--- config.mk ---
export PLATFORM = sky130hd
export DESIGN_NAME = humidity_temp_frame_check_filter
export DESIGN_NICKNAME = d
export VERILOG_FILES = /design/src/htfc_pkg.sv /design/src/htfc_convert.sv /design/src/humidity_temp_frame_check_filter.sv
export SDC_FILE = /design/constraint.sdc
export NUM_CORES = 1
export LEC_CHECK = 0
export BUFFER_PORTS_ARGS = -buffer_cell sky130_fd_sc_hd__buf_2
export CORE_ASPECT_RATIO = 2
export CORE_UTILIZATION = 34
export DETAILED_ROUTE_END_ITERATION = 10
export HOLD_SLACK_MARGIN = 0.02
export MAX_ROUTING_LAYER = met4
export PLACE_DENSITY = 0.54
export SYNTH_ARGS = -nofsm -noshare
export SYNTH_HDL_FRONTEND = slang
export SYNTH_SLANG_ARGS = --single-unit
--- constraint.sdc ---
create_clock -name clock -period 10.9 [get_ports clock]
set_input_delay 1.635 -clock clock [delete_from_list [all_inputs] [get_ports clock]]
set_output_delay 1.635 -clock clock [all_outputs]
set_load 0.02 [all_outputs]
--- src/htfc_pkg.sv ---
// Shared types and codes for the humidity/temperature frame check filter.
// No dependencies; imported by htfc_convert and the top level.
`timescale 1ns / 1ps

package htfc_pkg;

   // Readout outcome as reported on the result stream
   typedef enum logic [1:0] {
      STATUS_OK       = 2'd0,
      STATUS_BUS_FAIL = 2'd1,
      STATUS_CRC_FAIL = 2'd2
   } status_type;

   // One sensor readout as it arrives on the input stream
   typedef struct packed {
      logic [7:0] temp_high_byte;
      logic [7:0] temp_low_byte;
      logic [7:0] temp_check_byte;
      logic [7:0] hum_high_byte;
      logic [7:0] hum_low_byte;
      logic [7:0] hum_check_byte;
      logic       read_ok;
      logic       probe_ok;
   } frame_type;

   // Checked and converted sample, whole degrees and whole percent
   typedef struct packed {
      status_type status;
      logic       probe_ok;
      logic [7:0] temp_deg;
      logic [6:0] hum_pct;
   } sample_type;

endpackage

--- src/htfc_convert.sv ---
// Frame check and unit conversion: CRC-8 on both words, scaling to hundredths,
// then rounding to whole units. Two register stages; depends on htfc_pkg.
`timescale 1ns / 1ps

module htfc_convert import htfc_pkg::*; (
   input  logic       clock,
   input  logic       enable,
   input  frame_type  frame,
   output sample_type sample
);

   localparam logic [7:0]  CRC_INIT    = 8'hFF;
   localparam logic [7:0]  CRC_POLY    = 8'h31;
   localparam logic [14:0] TEMP_SCALE  = 15'd17500;
   localparam logic [13:0] HUM_SCALE   = 14'd10000;
   localparam logic [15:0] TEMP_OFFSET = 16'd4500;
   localparam logic [13:0] ROUND_HALF  = 14'd50;
   // floor(n / 100) == (n * 5243) >> 19 for n below 43699
   localparam logic [12:0] RECIP_100   = 13'd5243;
   localparam int          RECIP_SHIFT = 19;

   typedef struct packed {
      status_type  status;
      logic        probe_ok;
      logic [13:0] temp_round;
      logic [13:0] hum_round;
   } cent_type;

   function automatic logic [7:0] crc8_word(input logic [15:0] word);
      logic [7:0] crc;
      crc = CRC_INIT ^ word[15:8];
      for (int b = 0; b < 16; b++) begin
         if (b == 8) begin
            crc = crc ^ word[7:0];
         end
         crc = crc[7] ? ({crc[6:0], 1'b0} ^ CRC_POLY) : {crc[6:0], 1'b0};
      end
      return crc;
   endfunction

   // Divide by 65535: prod = a*65536 + b = a*65535 + (a + b), and a + b < 2*65535
   function automatic logic [15:0] div_65535(input logic [31:0] prod);
      logic [16:0] fold;
      fold = {1'b0, prod[31:16]} + {1'b0, prod[15:0]};
      return prod[31:16] + 16'(fold >= 17'd65535);
   endfunction

   logic [31:0] temp_prod;
   logic [31:0] hum_prod;
   logic [15:0] temp_q;
   logic [15:0] hum_q;
   logic [13:0] temp_cent;
   logic        crc_good;
   cent_type    cent_in;
   cent_type    cent_ff;
   logic [26:0] temp_div;
   logic [26:0] hum_div;
   sample_type  sample_in;
   sample_type  sample_ff;

   // stage 1: check and scale to hundredths
   always_comb begin
      temp_prod = 32'({frame.temp_high_byte, frame.temp_low_byte}) * 32'(TEMP_SCALE);
      hum_prod  = 32'({frame.hum_high_byte, frame.hum_low_byte}) * 32'(HUM_SCALE);
      temp_q    = div_65535(temp_prod);
      hum_q     = div_65535(hum_prod);
      // clamp negative temperatures at zero
      temp_cent = (temp_q < TEMP_OFFSET) ? 14'd0 : 14'(temp_q - TEMP_OFFSET);
      crc_good  = (crc8_word({frame.temp_high_byte, frame.temp_low_byte})
                   == frame.temp_check_byte)
               && (crc8_word({frame.hum_high_byte, frame.hum_low_byte})
                   == frame.hum_check_byte);

      cent_in.probe_ok   = frame.probe_ok;
      cent_in.temp_round = temp_cent + ROUND_HALF;
      cent_in.hum_round  = 14'(hum_q) + ROUND_HALF;
      if (!frame.read_ok) begin
         cent_in.status = STATUS_BUS_FAIL;
      end else if (!crc_good) begin
         cent_in.status = STATUS_CRC_FAIL;
      end else begin
         cent_in.status = STATUS_OK;
      end
   end

   always_ff @(posedge clock) begin
      if (enable) begin
         cent_ff <= cent_in;
      end
   end

   // stage 2: round to whole units
   always_comb begin
      temp_div           = 27'(cent_ff.temp_round) * 27'(RECIP_100);
      hum_div            = 27'(cent_ff.hum_round) * 27'(RECIP_100);
      sample_in.status   = cent_ff.status;
      sample_in.probe_ok = cent_ff.probe_ok;
      sample_in.temp_deg = temp_div[RECIP_SHIFT +: 8];
      sample_in.hum_pct  = hum_div[RECIP_SHIFT +: 7];
   end

   always_ff @(posedge clock) begin
      if (enable) begin
         sample_ff <= sample_in;
      end
   end

   assign sample = sample_ff;

endmodule

--- src/humidity_temp_frame_check_filter.sv ---
// Top level of the humidity/temperature frame check filter: stream ports,
// pipeline control and the two moving averages. Depends on htfc_pkg, htfc_convert.
`timescale 1ns / 1ps

// One readout in, one result out, one item per cycle. An item passes four
// registers (input, hundredths, whole units, result) before its result is
// offered. When the result register is full and not taken, the whole pipeline
// holds and req_tready drops in the same cycle. The first good readout loads
// the averages; later good readouts move each average a fifth of the way
// toward the sample. Failed readouts leave the averages untouched and report
// bus failure or CRC mismatch in status.
module humidity_temp_frame_check_filter import htfc_pkg::*; (
   input  logic        clock,
   input  logic        reset,
   input  logic        req_tvalid,
   output logic        req_tready,
   // [7:0] temp_high_byte, [15:8] temp_low_byte, [23:16] temp_check_byte,
   // [31:24] hum_high_byte, [39:32] hum_low_byte, [47:40] hum_check_byte,
   // [48] read_ok, [49] probe_ok, [55:50] zero
   input  logic [55:0] req_tdata,
   output logic        rsp_tvalid,
   input  logic        rsp_tready,
   // [7:0] temperature, [14:8] humidity, [15] reading_valid,
   // [16] device_present, [18:17] status, [23:19] zero
   output logic [23:0] rsp_tdata
);

   localparam logic [15:0] RECIP_5 = 16'd205;   // floor(n / 5) == (n * 205) >> 10
   localparam int          RECIP_5_SHIFT = 10;

   // avg + (sample - avg) / 5, quotient truncated toward zero
   function automatic logic [7:0] smooth(input logic [7:0] avg, input logic [7:0] smp);
      logic [8:0]  diff;
      logic [7:0]  mag;
      logic [15:0] prod;
      logic [7:0]  step;
      diff = {1'b0, smp} - {1'b0, avg};
      mag  = diff[8] ? 8'(-diff) : diff[7:0];
      prod = 16'(mag) * RECIP_5;
      step = 8'(prod[15:RECIP_5_SHIFT]);
      return diff[8] ? (avg - step) : (avg + step);
   endfunction

   logic       advance;
   logic       in_valid_ff;
   frame_type  frame_ff;
   logic       s1_valid_ff;
   logic       s2_valid_ff;
   sample_type sample;

   logic       primed_ff,   primed_in;
   logic [7:0] temp_avg_ff, temp_avg_in;
   logic [6:0] hum_avg_ff,  hum_avg_in;

   logic       rsp_valid_ff;
   logic [7:0] temp_out_in;
   logic [6:0] hum_out_in;
   logic       good_in;
   logic       present_in;
   logic [7:0] temp_out_ff;
   logic [6:0] hum_out_ff;
   logic       good_ff;
   logic       present_ff;
   status_type status_ff;

   // hold every stage while the result waits
   assign advance    = !rsp_valid_ff || rsp_tready;
   assign req_tready = advance;

   always_ff @(posedge clock) begin
      if (reset) begin
         in_valid_ff  <= 1'b0;
         s1_valid_ff  <= 1'b0;
         s2_valid_ff  <= 1'b0;
         rsp_valid_ff <= 1'b0;
      end else if (advance) begin
         in_valid_ff  <= req_tvalid;
         s1_valid_ff  <= in_valid_ff;
         s2_valid_ff  <= s1_valid_ff;
         rsp_valid_ff <= s2_valid_ff;
      end
   end

   always_ff @(posedge clock) begin
      if (advance && req_tvalid) begin
         frame_ff.temp_high_byte  <= req_tdata[7:0];
         frame_ff.temp_low_byte   <= req_tdata[15:8];
         frame_ff.temp_check_byte <= req_tdata[23:16];
         frame_ff.hum_high_byte   <= req_tdata[31:24];
         frame_ff.hum_low_byte    <= req_tdata[39:32];
         frame_ff.hum_check_byte  <= req_tdata[47:40];
         frame_ff.read_ok         <= req_tdata[48];
         frame_ff.probe_ok        <= req_tdata[49];
      end
   end

   htfc_convert u_convert (
      .clock  (clock),
      .enable (advance),
      .frame  (frame_ff),
      .sample (sample)
   );

   // filter update on a good readout, hold otherwise
   always_comb begin
      primed_in   = primed_ff;
      temp_avg_in = temp_avg_ff;
      hum_avg_in  = hum_avg_ff;
      good_in     = (sample.status == STATUS_OK);
      present_in  = good_in || sample.probe_ok;
      if (good_in) begin
         primed_in = 1'b1;
         if (!primed_ff) begin
            temp_avg_in = sample.temp_deg;
            hum_avg_in  = sample.hum_pct;
         end else begin
            temp_avg_in = smooth(temp_avg_ff, sample.temp_deg);
            hum_avg_in  = 7'(smooth({1'b0, hum_avg_ff}, {1'b0, sample.hum_pct}));
         end
      end
      temp_out_in = temp_avg_in;
      hum_out_in  = hum_avg_in;
   end

   always_ff @(posedge clock) begin
      if (reset) begin
         primed_ff   <= 1'b0;
         temp_avg_ff <= '0;
         hum_avg_ff  <= '0;
      end else if (advance && s2_valid_ff) begin
         primed_ff   <= primed_in;
         temp_avg_ff <= temp_avg_in;
         hum_avg_ff  <= hum_avg_in;
      end
   end

   always_ff @(posedge clock) begin
      if (advance && s2_valid_ff) begin
         temp_out_ff <= temp_out_in;
         hum_out_ff  <= hum_out_in;
         good_ff     <= good_in;
         present_ff  <= present_in;
         status_ff   <= sample.status;
      end
   end

   assign rsp_tvalid = rsp_valid_ff;
   assign rsp_tdata  = {5'd0, status_ff, present_ff, good_ff, hum_out_ff, temp_out_ff};

endmodule
# After elaboration in Yosys (flattened, before gate mapping)
# Index checks and enable logic that the tools add are counted.
# word_totals
ff_bits,138
in_bits,60
out_inout_bits,26
wordCells,140
# op_classes
add_sub_neg,15
mul,6
order_cmp,3
n_eq_ne,2
mux,42
n_bitwise,36
reduce_logical,8
# ops
cell,n
6-bit two-way mux,32
3-bit inverter,32
8-bit two-way mux,5
17-bit by 16-bit >= comparator with 1-bit output (second input constant),2
8-bit by 8-bit multiplier with 16-bit output (second input constant),2
16-bit by 13-bit multiplier with 29-bit output (second input constant),1
14-bit by 6-bit adder with 14-bit output (second input constant),2
14-bit by 13-bit multiplier with 27-bit output (second input constant),1
14-bit by 13-bit multiplier with 26-bit output (second input constant),1
16-bit by 10-bit multiplier with 26-bit output (second input constant),1
7-bit two-way mux,3
14-bit by 16-bit adder with 17-bit output,1
15-bit by 16-bit adder with 17-bit output,1
15-bit by 1-bit adder with 16-bit output,1
8-bit == test,2
16-bit by 13-bit less-than comparator with 1-bit output (second input constant),1
8-bit negator,2
8-bit inverter,2
8-bit XOR,2
14-bit by 1-bit adder with 14-bit output,1
14-bit two-way mux,1
14-bit by 13-bit subtractor with 14-bit output (second input constant),1
8-bit by 8-bit subtractor with 9-bit output,1
8-bit by 6-bit adder with 8-bit output,1
10 further kinds,13

# Depth between registers and ports, before layout
# depth
word_depth,37
mapped_depth,53
depth_no_buf,52

# Hierarchy
# Synthesis repeated with hierarchy kept, for this count alone.
# unflattened
hier_cells,2508
area_unflattened_um2,24164.4
# by_module_without_submodules
mod,instances,cells_per_inst,area_per_inst_um2,seq_area_each_um2
htfc_convert,1,1799,17001.3,1471.4
humidity_temp_frame_check_filter,1,709,7163.1,2472.4

# Worst setup path before layout
# OpenSTA, ideal clock, no wires.
# synth_timing
path_kind,reg2reg
from,register frame_ff[46] in the netlist's numbering
to,register u_convert.cent_ff[25] in the netlist's numbering (data pin)
setup_time_ps,274
t_arrival_ps,9829
required_ps,10626
slack_ps,797
path_stages_with_launch,53
n_path_buf,1
cell_sequence,edfxtp_1 -> ha_1 -> inv_1 -> fa_1 -> inv_1 -> ha_1 -> fa_1 -> inv_1 -> fa_1 -> inv_1 -> ha_1 -> buf_6 -> a21oi_2 -> nand2_2 -> nor2_1 -> a21o_1 -> xor2_1 -> clkinv_1 -> (+17 left out) -> xnor2_1 -> inv_1 -> ha_1 -> a32o_1 -> or3b_4 -> o21bai_4 -> a22o_1 -> a221o_1 -> nand2b_1 -> inv_1 -> ha_1 -> inv_1 -> o21ai_0 -> nand2b_1 -> nand3_1 -> nor4_2 -> xnor2_1 -> nor2_1
# synth_rtl
item,line,text
"start, declared",humidity_temp_frame_check_filter.sv:46,frame_type frame_ff;
"end signal, assigned",htfc_convert.sv:88,cent_ff <= cent_in;
"end, declared",htfc_convert.sv:55,cent_type cent_ff;

==> impl_metrics.tcl <==
set metrics [dict create \
    status "complete, no violations" \
    syn_to_final_growth_pct 12.56 \
    clkLatencyLatePin_ps 460 \
    dp_hpwl_um 49900 \
    grt_overflow 0 \
    cp.required_ps 11120 \
    core_area_um2 68920 \
    drt_iter0_drc 478 \
    clock.fmax_mhz 96.58 \
    cts_made_buffers 17 \
    drt-wirelength-per-cell_um 15.87 \
    vias 17150 \
    viasPerCell 4.811 \
    critPathSlowestCell "fa_1" \
    drive_above_1_share_pct 10.79 \
    synth_edf_count 118 \
    avgSynthCellArea_um2 9.643 \
    grt_max_degree 51 \
    antenna_cells 0 \
    period_minus_slack_ps 10350 \
    syn_inst 2463 \
    synth_most_common_cell "inv_1" \
    maxCapViolations 0 \
    worstRegToRegCells 47 \
    fin_crit_sh_pct 94.99 \
    row_count 136 \
    grt_pass1_wl_um 91880 \
    num-nets-final 3451 \
    synthFlopType "edfxtp_1" \
    start_util_pct 34.46 \
    synthArstFlopShare_pct 0 \
    globalplace.congestion 0.8825 \
    critical_path.max_fanout 6 \
    path_class "reg2reg" \
    slew_headroom_pct 38.88 \
    cts_root_buf "clkbuf_16" \
    critical_path_depth 47 \
    hold_viol 0 \
    dieArea_um2 70980 \
    yosysTopAreaCellShare_pct 26.50 \
    cts_tree "built" \
    crit_path_end_kind "register" \
    cp-start-kind "register" \
    slew_violations 0 \
    antenna_found_initial 0 \
    fin_tns_setup_ps 0 \
    cts_hold_buf 0 \
    yosysWarnings 0 \
    dr.pass1.iters 7 \
    hold_path_class "reg2reg" \
    drt_wl_total_um 56590 \
    die-height_um 375.8 \
    synth-seq-cells 138 \
    yosysTopAreaCell "ha_1" \
    ant_nets 0 \
    place_ws_ps -115.2 \
    drc 0 \
    cpMostUsedCell "ha_1" \
    fin_ws_ps 546.1 \
    grt_usage_pct 17.06 \
    ys_top_cells_by_area "ha_1 26%, fa_1 20%, edfxtp_1 15%, inv_1 8.9%, xnor2_1 5.5%" \
    max_slew.worst_pin.slew_ps 916.9 \
    holdPathStages 0 \
    h-tree-depth 4 \
    portBuffers 74 \
    path_buf_inv 7 \
    yosysSeqAreaShare_pct 16.61 \
    clock-sinks 138 \
    cp_top_family "adder cells" \
    skew_ps 14.24 \
    setup_viol 0 \
    synthesis.area_um2 23750 \
    max_stage_delay_ps 550 \
    synth_commonest_cells "565 x inv_1, 503 x ha_1, 233 x fa_1" \
    arrival_ps 10570 \
    die_w_um 188.9 \
    clockBufferDepth 2 \
    grt_pass1_vias 18870 \
    netlist-cell-type-count 91 \
    ioPinCount 86 \
    clk_pin_slew_ps 70 \
]
placed cells by master, fill, tap and decap left out, types with 6 or more instances in the layout:
master	count
inv_1	565
ha_1	502
fa_1	233
xnor2_1	148
buf_4	124
edfxtp_1	118
nor2_1	112
a21oi_1	92
nand2_1	87
buf_2	74
xor2_1	69
o21ai_0	65
a21o_1	60
nand3_1	30
nor3_1	25
dfxtp_1	20
clkbuf_16	18
mux2i_1	17
nand2b_1	16
o21a_1	16
and2_1	15
o21bai_1	14
a211oi_1	14
and3_1	13
nand4_1	13
nor2b_1	12
a31oi_1	11
o31ai_1	8
or3_1	7
o211ai_1	7
inv_6	6
worst paths after layout:
check,from,endpoint,slack (ps)
setup / recovery,frame_ff[41],u_convert.cent_ff[23],550
hold / removal,frame_ff[0],u_convert.cent_ff[28],430
setup reg to reg,frame_ff[41],u_convert.cent_ff[23],550
hold reg to reg,frame_ff[0],u_convert.cent_ff[28],430
registers in the layout, indices dropped and copies added, names as in the netlist, 2 cells and up:
| register | count |
|---|---|
| status_ff | 2 |
| hum_out_ff | 7 |
| temp_out_ff | 8 |
| temp_avg_ff | 8 |
| u_convert.cent_ff | 31 |
| hum_avg_ff | 7 |
| frame_ff | 50 |
| u_convert.sample | 18 |
cell families (layout without fill, tap and decap cells):
kind of cell | Yosys count | in the layout | synth area share, %
AOI/OAI and AO/OA | 366 | 366 | 10.38
xor gates and xnor gates | 224 | 224 | 8.387
adders and majority gates | 736 | 736 | 46.14
buffers and inverters | 598 | 799 | 9.672
DFF | 138 | 138 | 16.61
muxes | 18 | 18 | 0.7639
other | 1 | 5 | 0.01579
and+or+nand+nor | 382 | 382 | 8.034
final cells by class:
cell class / instances / area [um2]
fill: 6826 / 42180
multi-input combinational: 1731 / 17640
sequential: 138 / 3944
clock buffer: 18 / 450.4
tap: 897 / 1122
inverter: 569 / 2136
timing repair buffer: 198 / 1301
clock inverter: 14 / 136.4
stage by stage:
step           instances  hold slack (ps)  util, %  instance area, um2
4_1_cts             3554            430.6    38.51               26540
3_3_place_gp        3517            405.0    37.60               25910
2_1_floorplan       2467            400.3        -               23770
3_5_place_dp        3517            414.1    37.60               25910
5_1_grt             3565            432.0    38.79               26730
6_report            3565            426.1    38.79               26730
timing repair:
action | in CTS | in global routing
endpoints found under the setup margin | 2 | 5
pin swaps | 2 | 9
hold endpoints to repair | 0 | 0
gates resized for setup | 2 | 25
setup buffers | 5 | 11
metal layers:
metal	global-route usage (%)	wire [um]	vias up
met3	1.587	948	127
met4	8.278	3055	0
met2	35.96	34070	245
met1	14.17	18520	8252
met5	-	0	-
li1	-	-	8527
Power is left out: the tool's default activity adds up to more than one toggle a clock period on the data nets, which glitch-free logic cannot reach.
